$ cat config.mk
export PLATFORM = sky130hd
export DESIGN_NAME = i2c_set_clear_register_file
export DESIGN_NICKNAME = d
export VERILOG_FILES = /design/src/rtl/i2cscr_pkg.sv /design/src/rtl/i2cscr_core.sv /design/src/rtl/i2c_set_clear_register_file.sv
export SDC_FILE = /design/constraint.sdc
export NUM_CORES = 1
export LEC_CHECK = 0
export ABC_CLOCK_PERIOD_IN_PS = 3600
export BUFFER_PORTS_ARGS = -buffer_cell sky130_fd_sc_hd__buf_2
export CAP_MARGIN = 20
export CORE_MARGIN = 2
export CORE_UTILIZATION = 50
export CTS_BUF_LIST = sky130_fd_sc_hd__clkbuf_4
export DETAILED_ROUTE_END_ITERATION = 12
export PLACE_DENSITY = 0.68
export SKIP_LAST_GASP = 1
export SLEW_MARGIN = 20
export SYNTH_ARGS = -nofsm -noshare
export SYNTH_HDL_FRONTEND = slang
export SYNTH_SLANG_ARGS = --single-unit
export TNS_END_PERCENT = 50
$ cat constraint.sdc
create_clock -name clk -period 3.6 [get_ports clk]
set_clock_uncertainty 0.05 [all_clocks]
set_input_delay 0.36 -clock clk [delete_from_list [all_inputs] [get_ports clk]]
set_output_delay 0.36 -clock clk [all_outputs]
set_load 0.1 [all_outputs]
$ cat src/rtl/i2cscr_pkg.sv
package i2cscr_pkg;

    // Action codes carried by one request.
    localparam logic [2:0] ACT_BUS_START    = 3'd0;
    localparam logic [2:0] ACT_BUS_STOP     = 3'd1;
    localparam logic [2:0] ACT_BUS_WRITE    = 3'd2;
    localparam logic [2:0] ACT_BUS_READ     = 3'd3;
    localparam logic [2:0] ACT_DIRECT_WRITE = 3'd4;
    localparam logic [2:0] ACT_DIRECT_READ  = 3'd5;

    // Fixed identification bytes.
    localparam logic [7:0] ID_VENDOR_LOW   = 8'hCC;
    localparam logic [7:0] ID_VENDOR_HIGH  = 8'h04;
    localparam logic [7:0] ID_PRODUCT_LOW  = 8'h01;
    localparam logic [7:0] ID_PRODUCT_HIGH = 8'h13;

    // Register addresses.
    localparam logic [7:0] ADDR_ID_VENDOR_LOW   = 8'h00;
    localparam logic [7:0] ADDR_ID_VENDOR_HIGH  = 8'h01;
    localparam logic [7:0] ADDR_ID_PRODUCT_LOW  = 8'h02;
    localparam logic [7:0] ADDR_ID_PRODUCT_HIGH = 8'h03;
    localparam logic [7:0] ADDR_MODE_CTRL_ONE   = 8'h04;
    localparam logic [7:0] ADDR_OTG_CTRL        = 8'h06;
    localparam logic [7:0] ADDR_INT_LATCH       = 8'h0A;
    localparam logic [7:0] ADDR_INT_ENABLE_LOW  = 8'h0C;
    localparam logic [7:0] ADDR_INT_ENABLE_HIGH = 8'h0E;
    localparam logic [7:0] ADDR_MODE_CTRL_TWO   = 8'h12;

    // Reset values of the set/clear registers.
    localparam logic [7:0] OTG_CTRL_RESET      = 8'h0C;
    localparam logic [7:0] MODE_CTRL_TWO_RESET = 8'h04;

    // One request as held in the input register.
    typedef struct packed {
        logic [2:0] action;
        logic [7:0] data_byte;
        logic [7:0] reg_address;
    } request_t;

endpackage

$ cat src/rtl/i2cscr_core.sv
module i2cscr_core
    import i2cscr_pkg::*;
(
    input  logic       clk,
    input  logic       rst_n,
    input  logic       exec,
    input  request_t   req,
    output logic [7:0] read_data,
    output logic       irq_active
);

    logic       data_phase_reg;
    logic       data_phase_next;
    logic [7:0] reg_pointer_reg;
    logic [7:0] reg_pointer_next;
    logic [7:0] mode_ctrl_one_reg;
    logic [7:0] mode_ctrl_one_next;
    logic [7:0] otg_ctrl_reg;
    logic [7:0] otg_ctrl_next;
    logic [7:0] int_latch_reg;
    logic [7:0] int_latch_next;
    logic [7:0] int_enable_low_reg;
    logic [7:0] int_enable_low_next;
    logic [7:0] int_enable_high_reg;
    logic [7:0] int_enable_high_next;
    logic [7:0] mode_ctrl_two_reg;
    logic [7:0] mode_ctrl_two_next;

    logic [7:0] eff_addr;
    logic       do_write;
    logic       do_read;

    // Applies a set or clear write when the address hits the register's pair.
    function automatic logic [7:0] apply_write(
        input logic [7:0] cur,
        input logic [7:0] base,
        input logic [7:0] addr,
        input logic [7:0] value,
        input logic       wr
    );
        logic [7:0] res;
        res = cur;
        if (wr && (addr[7:1] == base[7:1]))
        begin
            if (addr[0])
            begin
                res = cur & ~value;
            end
            else
            begin
                res = cur | value;
            end
        end
        return res;
    endfunction

    // Bus accesses go through the pointer, direct accesses use their own address.
    always_comb
    begin
        eff_addr = req.reg_address;
        do_write = 1'b0;
        do_read  = 1'b0;
        case (req.action)
            ACT_BUS_WRITE:
            begin
                eff_addr = reg_pointer_reg;
                do_write = data_phase_reg;
            end
            ACT_BUS_READ:
            begin
                eff_addr = reg_pointer_reg;
                do_read  = 1'b1;
            end
            ACT_DIRECT_WRITE:
            begin
                do_write = 1'b1;
            end
            ACT_DIRECT_READ:
            begin
                do_read = 1'b1;
            end
            default:
            begin
                do_write = 1'b0;
            end
        endcase
    end

    // Read decode; clear addresses, the source register and holes read zero.
    always_comb
    begin
        read_data = 8'h00;
        if (do_read)
        begin
            case (eff_addr)
                ADDR_ID_VENDOR_LOW:   read_data = ID_VENDOR_LOW;
                ADDR_ID_VENDOR_HIGH:  read_data = ID_VENDOR_HIGH;
                ADDR_ID_PRODUCT_LOW:  read_data = ID_PRODUCT_LOW;
                ADDR_ID_PRODUCT_HIGH: read_data = ID_PRODUCT_HIGH;
                ADDR_MODE_CTRL_ONE:   read_data = mode_ctrl_one_reg;
                ADDR_OTG_CTRL:        read_data = otg_ctrl_reg;
                ADDR_INT_LATCH:       read_data = int_latch_reg;
                ADDR_INT_ENABLE_LOW:  read_data = int_enable_low_reg;
                ADDR_INT_ENABLE_HIGH: read_data = int_enable_high_reg;
                ADDR_MODE_CTRL_TWO:   read_data = mode_ctrl_two_reg;
                default:              read_data = 8'h00;
            endcase
        end
    end

    // Set/clear register updates.
    always_comb
    begin
        mode_ctrl_one_next = apply_write(mode_ctrl_one_reg, ADDR_MODE_CTRL_ONE,
                                         eff_addr, req.data_byte, do_write);
        otg_ctrl_next = apply_write(otg_ctrl_reg, ADDR_OTG_CTRL,
                                    eff_addr, req.data_byte, do_write);
        int_latch_next = apply_write(int_latch_reg, ADDR_INT_LATCH,
                                     eff_addr, req.data_byte, do_write);
        int_enable_low_next = apply_write(int_enable_low_reg, ADDR_INT_ENABLE_LOW,
                                          eff_addr, req.data_byte, do_write);
        int_enable_high_next = apply_write(int_enable_high_reg, ADDR_INT_ENABLE_HIGH,
                                           eff_addr, req.data_byte, do_write);
        mode_ctrl_two_next = apply_write(mode_ctrl_two_reg, ADDR_MODE_CTRL_TWO,
                                         eff_addr, req.data_byte, do_write);
    end

    // Phase and pointer sequencing.
    always_comb
    begin
        data_phase_next  = data_phase_reg;
        reg_pointer_next = reg_pointer_reg;
        case (req.action)
            ACT_BUS_START, ACT_BUS_STOP:
            begin
                data_phase_next = 1'b0;
            end
            ACT_BUS_WRITE:
            begin
                data_phase_next = 1'b1;
                if (data_phase_reg)
                begin
                    reg_pointer_next = reg_pointer_reg + 8'd1;
                end
                else
                begin
                    reg_pointer_next = req.data_byte;
                end
            end
            ACT_BUS_READ:
            begin
                reg_pointer_next = reg_pointer_reg + 8'd1;
            end
            default:
            begin
                data_phase_next = data_phase_reg;
            end
        endcase
    end

    // The interrupt output reflects the latch after this request's update.
    assign irq_active = (int_latch_next != 8'h00);

    // State registers, updated once per executed request.
    always_ff @(posedge clk or negedge rst_n)
    begin
        if (!rst_n)
        begin
            data_phase_reg      <= 1'b0;
            reg_pointer_reg     <= 8'h00;
            mode_ctrl_one_reg   <= 8'h00;
            otg_ctrl_reg        <= OTG_CTRL_RESET;
            int_latch_reg       <= 8'h00;
            int_enable_low_reg  <= 8'h00;
            int_enable_high_reg <= 8'h00;
            mode_ctrl_two_reg   <= MODE_CTRL_TWO_RESET;
        end
        else if (exec)
        begin
            data_phase_reg      <= data_phase_next;
            reg_pointer_reg     <= reg_pointer_next;
            mode_ctrl_one_reg   <= mode_ctrl_one_next;
            otg_ctrl_reg        <= otg_ctrl_next;
            int_latch_reg       <= int_latch_next;
            int_enable_low_reg  <= int_enable_low_next;
            int_enable_high_reg <= int_enable_high_next;
            mode_ctrl_two_reg   <= mode_ctrl_two_next;
        end
    end

endmodule

$ cat src/rtl/i2c_set_clear_register_file.sv
// Byte-level I2C slave register file with set/clear register pairs. Each
// request (bus start, stop, write byte, read byte, or a direct write/read at
// an explicit address) gives exactly one result with the read byte and the
// interrupt state. A request is captured in an input register and executed
// against the register file once the result register is free or being drained;
// the outcome lands in a result register, and one request per cycle is sustained
// while results are taken as soon as they are offered.
// While a result waits to be taken, the input register can still take one
// request; after that the input stalls until the result is taken.
module i2c_set_clear_register_file
    import i2cscr_pkg::*;
(
    input  logic       clk,
    input  logic       rst_n,
    input  logic       cmd_valid,
    output logic       cmd_ready,
    input  logic [2:0] action,
    input  logic [7:0] data_byte,
    input  logic [7:0] reg_address,
    output logic       res_valid,
    input  logic       res_ready,
    output logic [7:0] read_data,
    output logic       irq_active
);

    logic       in_valid_reg;
    request_t   req_reg;
    logic       out_valid_reg;
    logic [7:0] read_data_reg;
    logic       irq_reg;
    logic       advance;
    logic [7:0] core_read_data;
    logic       core_irq;

    // A request moves on when the result register is free or being drained.
    assign advance   = in_valid_reg && (!out_valid_reg || res_ready);
    assign cmd_ready = !in_valid_reg || advance;

    // Input register.
    always_ff @(posedge clk or negedge rst_n)
    begin
        if (!rst_n)
        begin
            in_valid_reg <= 1'b0;
        end
        else if (cmd_ready)
        begin
            in_valid_reg <= cmd_valid;
        end
    end

    always_ff @(posedge clk)
    begin
        if (cmd_ready && cmd_valid)
        begin
            req_reg.action      <= action;
            req_reg.data_byte   <= data_byte;
            req_reg.reg_address <= reg_address;
        end
    end

    // Register file and access decode.
    i2cscr_core u_core (
        .clk        (clk),
        .rst_n      (rst_n),
        .exec       (advance),
        .req        (req_reg),
        .read_data  (core_read_data),
        .irq_active (core_irq)
    );

    // Result register.
    always_ff @(posedge clk or negedge rst_n)
    begin
        if (!rst_n)
        begin
            out_valid_reg <= 1'b0;
        end
        else if (advance)
        begin
            out_valid_reg <= 1'b1;
        end
        else if (res_ready)
        begin
            out_valid_reg <= 1'b0;
        end
    end

    always_ff @(posedge clk)
    begin
        if (advance)
        begin
            read_data_reg <= core_read_data;
            irq_reg       <= core_irq;
        end
    end

    assign res_valid  = out_valid_reg;
    assign read_data  = read_data_reg;
    assign irq_active = irq_reg;

endmodule

Word level (Yosys, flattened, before mapping)
Cells that the tools add are included.

word-level totals
  logic and storage cells = 93
  register bits = 87
  output and inout port bits = 11
  input port bits = 23

operators by class
  mux-type cells = 16
  bitwise operators = 13
  equality and inequality tests = 20
  add/subtract/negate cells = 1
  reduce and logical (&&, ||, !) cells = 28

operator list
  operator             number
  $pmux 8 s10          1
  $mux 8               9
  $and 8x8->8          6
  $or 8x8->8           6
  $eq 8x4->1 const B   3
  $eq 7x3->1 const B   3
  $eq 8x2->1 const B   2
  $eq 8x3->1 const B   2
  $pmux 8 s2           1
  $eq 7x2->1 const B   2
  $reduce_and 2->1     7
  $add 8x1->8 const B  1
  $eq 8x1->1 const B   1
  $eq 8x5->1 const B   1
  $logic_and 1x1->1    8
  $logic_not 8->1      1
  $not 8->8            1
  $reduce_bool 8->1    1
  $eq 7x4->1 const B   1
  $eq 3x2->1 const B   2
  $eq 3x3->1 const B   2
  $reduce_bool 2->1    3
  $reduce_or 2->1      3
  $pmux 1 s2           2
  other kinds (5)      9

Longest topological paths before layout
  depth in word-level cells = 7
  gate-level depth with buffers = 9
  depth with buffers taken out = 7

Modules after synthesis
From an unflattened synthesis, not the netlist that was laid out.

unflattened totals
  cell total of the unflattened synthesis = 419
  area, all modules = 4,722.0 um2

by module, submodules not included
  module                       area an instance (um2)  seq. area each (um2)  cells an instance  times used
  i2cscr_core                  3,777.4                 1,430.1               383                1
  i2c_set_clear_register_file  944.7                   890.9                 36                 1

Worst setup path before layout
No wires, ideal clock.

  path kind = flip-flop to flip-flop
  start = register req_reg[18] in the netlist's numbering
  end = register irq_reg (netlist: irq_active) (data pin)
  setup time = 272 ps
  path buffers = 1
  path slack = 609 ps
  cell stages (with the launch flop) = 8
  arrival time = 2,669 ps
  cell sequence = edfxtp_1 > buf_2 > or4b_4 > or4b_4 > a2111o_1 > nor2_2 > a22oi_1 > or4_1

on the way
  word-level cells in the longest chain between the ends = 7
  elaborated cells on any way between the ends = 11

RTL lines
  element                    line                               RTL
  from (decl)                i2c_set_clear_register_file.sv:27  request_t req_reg;
  $eq 3x2->1                 i2cscr_core.sv:63                  case (req.action)
  $reduce_or 2->1 (no line)  n/a
  $mux 8                     i2cscr_core.sv:63
  $eq 7x3->1                 i2cscr_core.sv:43                  if (wr && (addr[7:1] == base[7:1]))
  $logic_and 1x1->1          i2cscr_core.sv:43
  $mux 8 *                   i2cscr_core.sv:43
  $reduce_bool 8->1 *        i2cscr_core.sv:162                 assign irq_active = (int_latch_next != 8'h00);
  via core_irq               i2c_set_clear_register_file.sv:33  logic core_irq;
  to (signal assigned)       i2c_set_clear_register_file.sv:94  irq_reg <= core_irq;
  to (decl)                  i2c_set_clear_register_file.sv:30  logic irq_reg;

The timed path passes the listed nets; every way through them passes the cells marked *.
A chain may end at the register's enable or synchronous reset.

Worst setup path in the final report
Ends and elaborated chain as after synthesis.

==> metrics <==
status complete, no violations; reg2reg start req_reg[18]; synth cell count leaders 56 x dfrtp_1, 56 x nand2_1, 45 x mux2_2; endpoints failing setup 0; Synth area leaders dfrtp_1 33%, edfxtp_1 20%, mux2_2 12%, nand2_1 4.9%, a22oi_1 3.5%; total global routing overflow 0; Setup crit end kind flip-flop; largest net degree at the start of global routing 47; leakage 2.02 nW; antenna cells 0; final worst slack 0.392 ns; setup tns final 0 ns; Pre-antenna DRT Iters 5; P&R area growth vs syn 13.1%; nets 448; Mapped Area 0.00429 sq mm; critical path type flip-flop to flip-flop; total number of vias 3251; Top FF cell, synth dfrtp_1; post-route cell area 0.00485 sq mm; CTS H-tree depth 3; GR Util All Layers 25.4%; number of port buffers 33; Req. time, crit path 3.74 ns; post_cts resized 0; yosys warns 0; Cell Area, Placed 0.00461 sq mm; Setup crit start kind flip-flop; Slew Limit Fails 0; worst r2r path cells 6; final hold vios 0; net count after synthesis 408; IO Pins 34; pwr/cell area 472 mW/mm^2; Die Ht 96.6 microns; ratio of final minimum period to clock period 89.1%; Cell Chain, Critical Path or4b_4, or4b_4, a2111o_1, nor2_2, a22oi_1, or4_1; CTS tree done; worst-margin pin slew 0.987 ns; Clock Tree Buf Depth 2; Synth cell types 47; RR Endpoint irq_active; Worst R2R Setup Slack 0.39 ns; max_cap viols 0; final hold slack 0.0340 ns; Worst path slowest cell or4b_4; Post-synth EDFFs 28; Die Wd 96.6 microns; Core Area 0.00826 sq mm; RSZ-0062 raised after global routing false; VDD IR max 0.241 mV; final design utilization 58.7%; first-pass GRT wire length 17200 microns; Worst-Skew Late Latency 0.44 ns; worst endpoint data arrival time 3.35 ns; crit-path max FO 10; Post-Syn Area per Cell 11.2 sq um; post-DP HPWL 7210 microns; total power 2.29 mW; layout cells sized above 1 28.2%; final std cells w/o fill 534; CTS root buffer clkbuf_4; Largest stage delay, worst path 0.54 ns; initial antenna violation count 0; Top cell by count, worst path or4b_4; number of global-route vias before repair 3139; worst setup path start req_reg[18]; Slew HR 34.2%; gpl congestion 0.921; clock-pin slew on the worst setup and hold paths 0.14 ns; Post-Place Setup Slack 0.447 ns; max frequency 0.312 GHz; number of vias per cell 6.09; placed insts 513; drt drc 0; clk sink count 87; final wirelength 10700 microns; synthesized flop and latch total 87; post-route ant nets 0; Worst Setup EP irq_active; DR WL/cell 20.0 microns; crit path time final 3.21 ns; HP Class primary input to flip-flop; TritonCTS Buffers 9; initial core utilization 51.9%; num rows 33; Iteration-0 DRC Markers 349; synthesized netlist cell count 384; async set or reset register ratio after synthesis 67.8%; post-synth top area cell dfrtp_1; post-synth top area share 32.7%; die area 0.00933 sq mm; part of the Yosys area used for sequential elements 54.1%
==> where the power goes <==
part           switching (mW)  leakage (nW)  internal, mW
registers               0.123          1.04          1.11
logic                   0.224         0.875         0.122
clock network           0.342         0.103         0.372
total                   0.689          2.02          1.60
==> routing by layer <==
metal | track usage (%) | vias to the layer above | wire (microns)
li1 | - | 1512 | -
met1 | 36.1 | 1617 | 4860
met2 | 39.8 | 105 | 5020
met3 | 4.97 | 17 | 602
met4 | 7.39 | 0 | 186
met5 | 0 | - | 0
==> area by class of cell <==
cell class | count | area [sq um]
tap | 105 | 131
clock buffer | 11 | 82.6
inverter | 11 | 41.3
clock inverter | 5 | 106
fill | 737 | 3410
timing repair buffer | 51 | 313
multi-input combinational | 264 | 1850
sequential | 87 | 2320
==> cell families after synthesis <==
kind of cell	share of synthesized area, %
buffers and inverters	2.92
adder cells (fa/ha/maj)	0.292
AND/OR/NAND/NOR	14.8
AO/OA/AOI/OAI	14.0
multiplexers	13.9
flip-flops	54.1
==> worst min path at each step <==
stage / startpoint / endpoint / slack [ns] / depth (start not counted)
floorplan: rst_n / asynchronous set/reset pin / 0.01 / 0
global placement: in_valid_reg / res_valid / 0.43 / 1
detailed placement: in_valid_reg / res_valid / 0.43 / 1
CTS: data_byte[6] / req_reg[14] / 0.01 / 1
global route: reg_address[6] / req_reg[6] / -0.002 / 1
finish: data_byte[1] / req_reg[9] / 0.03 / 1
==> cells in the final DEF (no fill, tap or decap), types with 6 or more instances in the layout <==
| master | Yosys | layout |
|---|---|---|
| clkbuf_4 | 0 | 11 |
| inv_1 | 11 | 11 |
| nor2_1 | 15 | 15 |
| buf_2 | 1 | 33 |
| buf_4 | 0 | 13 |
| mux2_2 | 45 | 45 |
| edfxtp_1 | 28 | 28 |
| a221oi_1 | 9 | 9 |
| a21oi_1 | 8 | 8 |
| a31oi_1 | 13 | 13 |
| dfrtp_1 | 56 | 56 |
| nand2_1 | 56 | 56 |
| nor3_1 | 6 | 6 |
| mux2i_1 | 9 | 8 |
| o21ai_0 | 20 | 20 |
| a22oi_1 | 20 | 20 |
==> worst max-delay path, delay by kind of cell (launching register included) <==
family	cells	cell delay [ns]
compound gates	2	0.57
simple gates	4	1.80
flops	1	0.53
==> what timing repair did <==
action | CTS | global route
hold buffers | 1 | 4
setup endpoints to repair | 0 | 0
hold endpoints to repair | 32 | 4
setup buffers | 0 | 0
No activity file was read; power rests on OpenSTA's default activity.
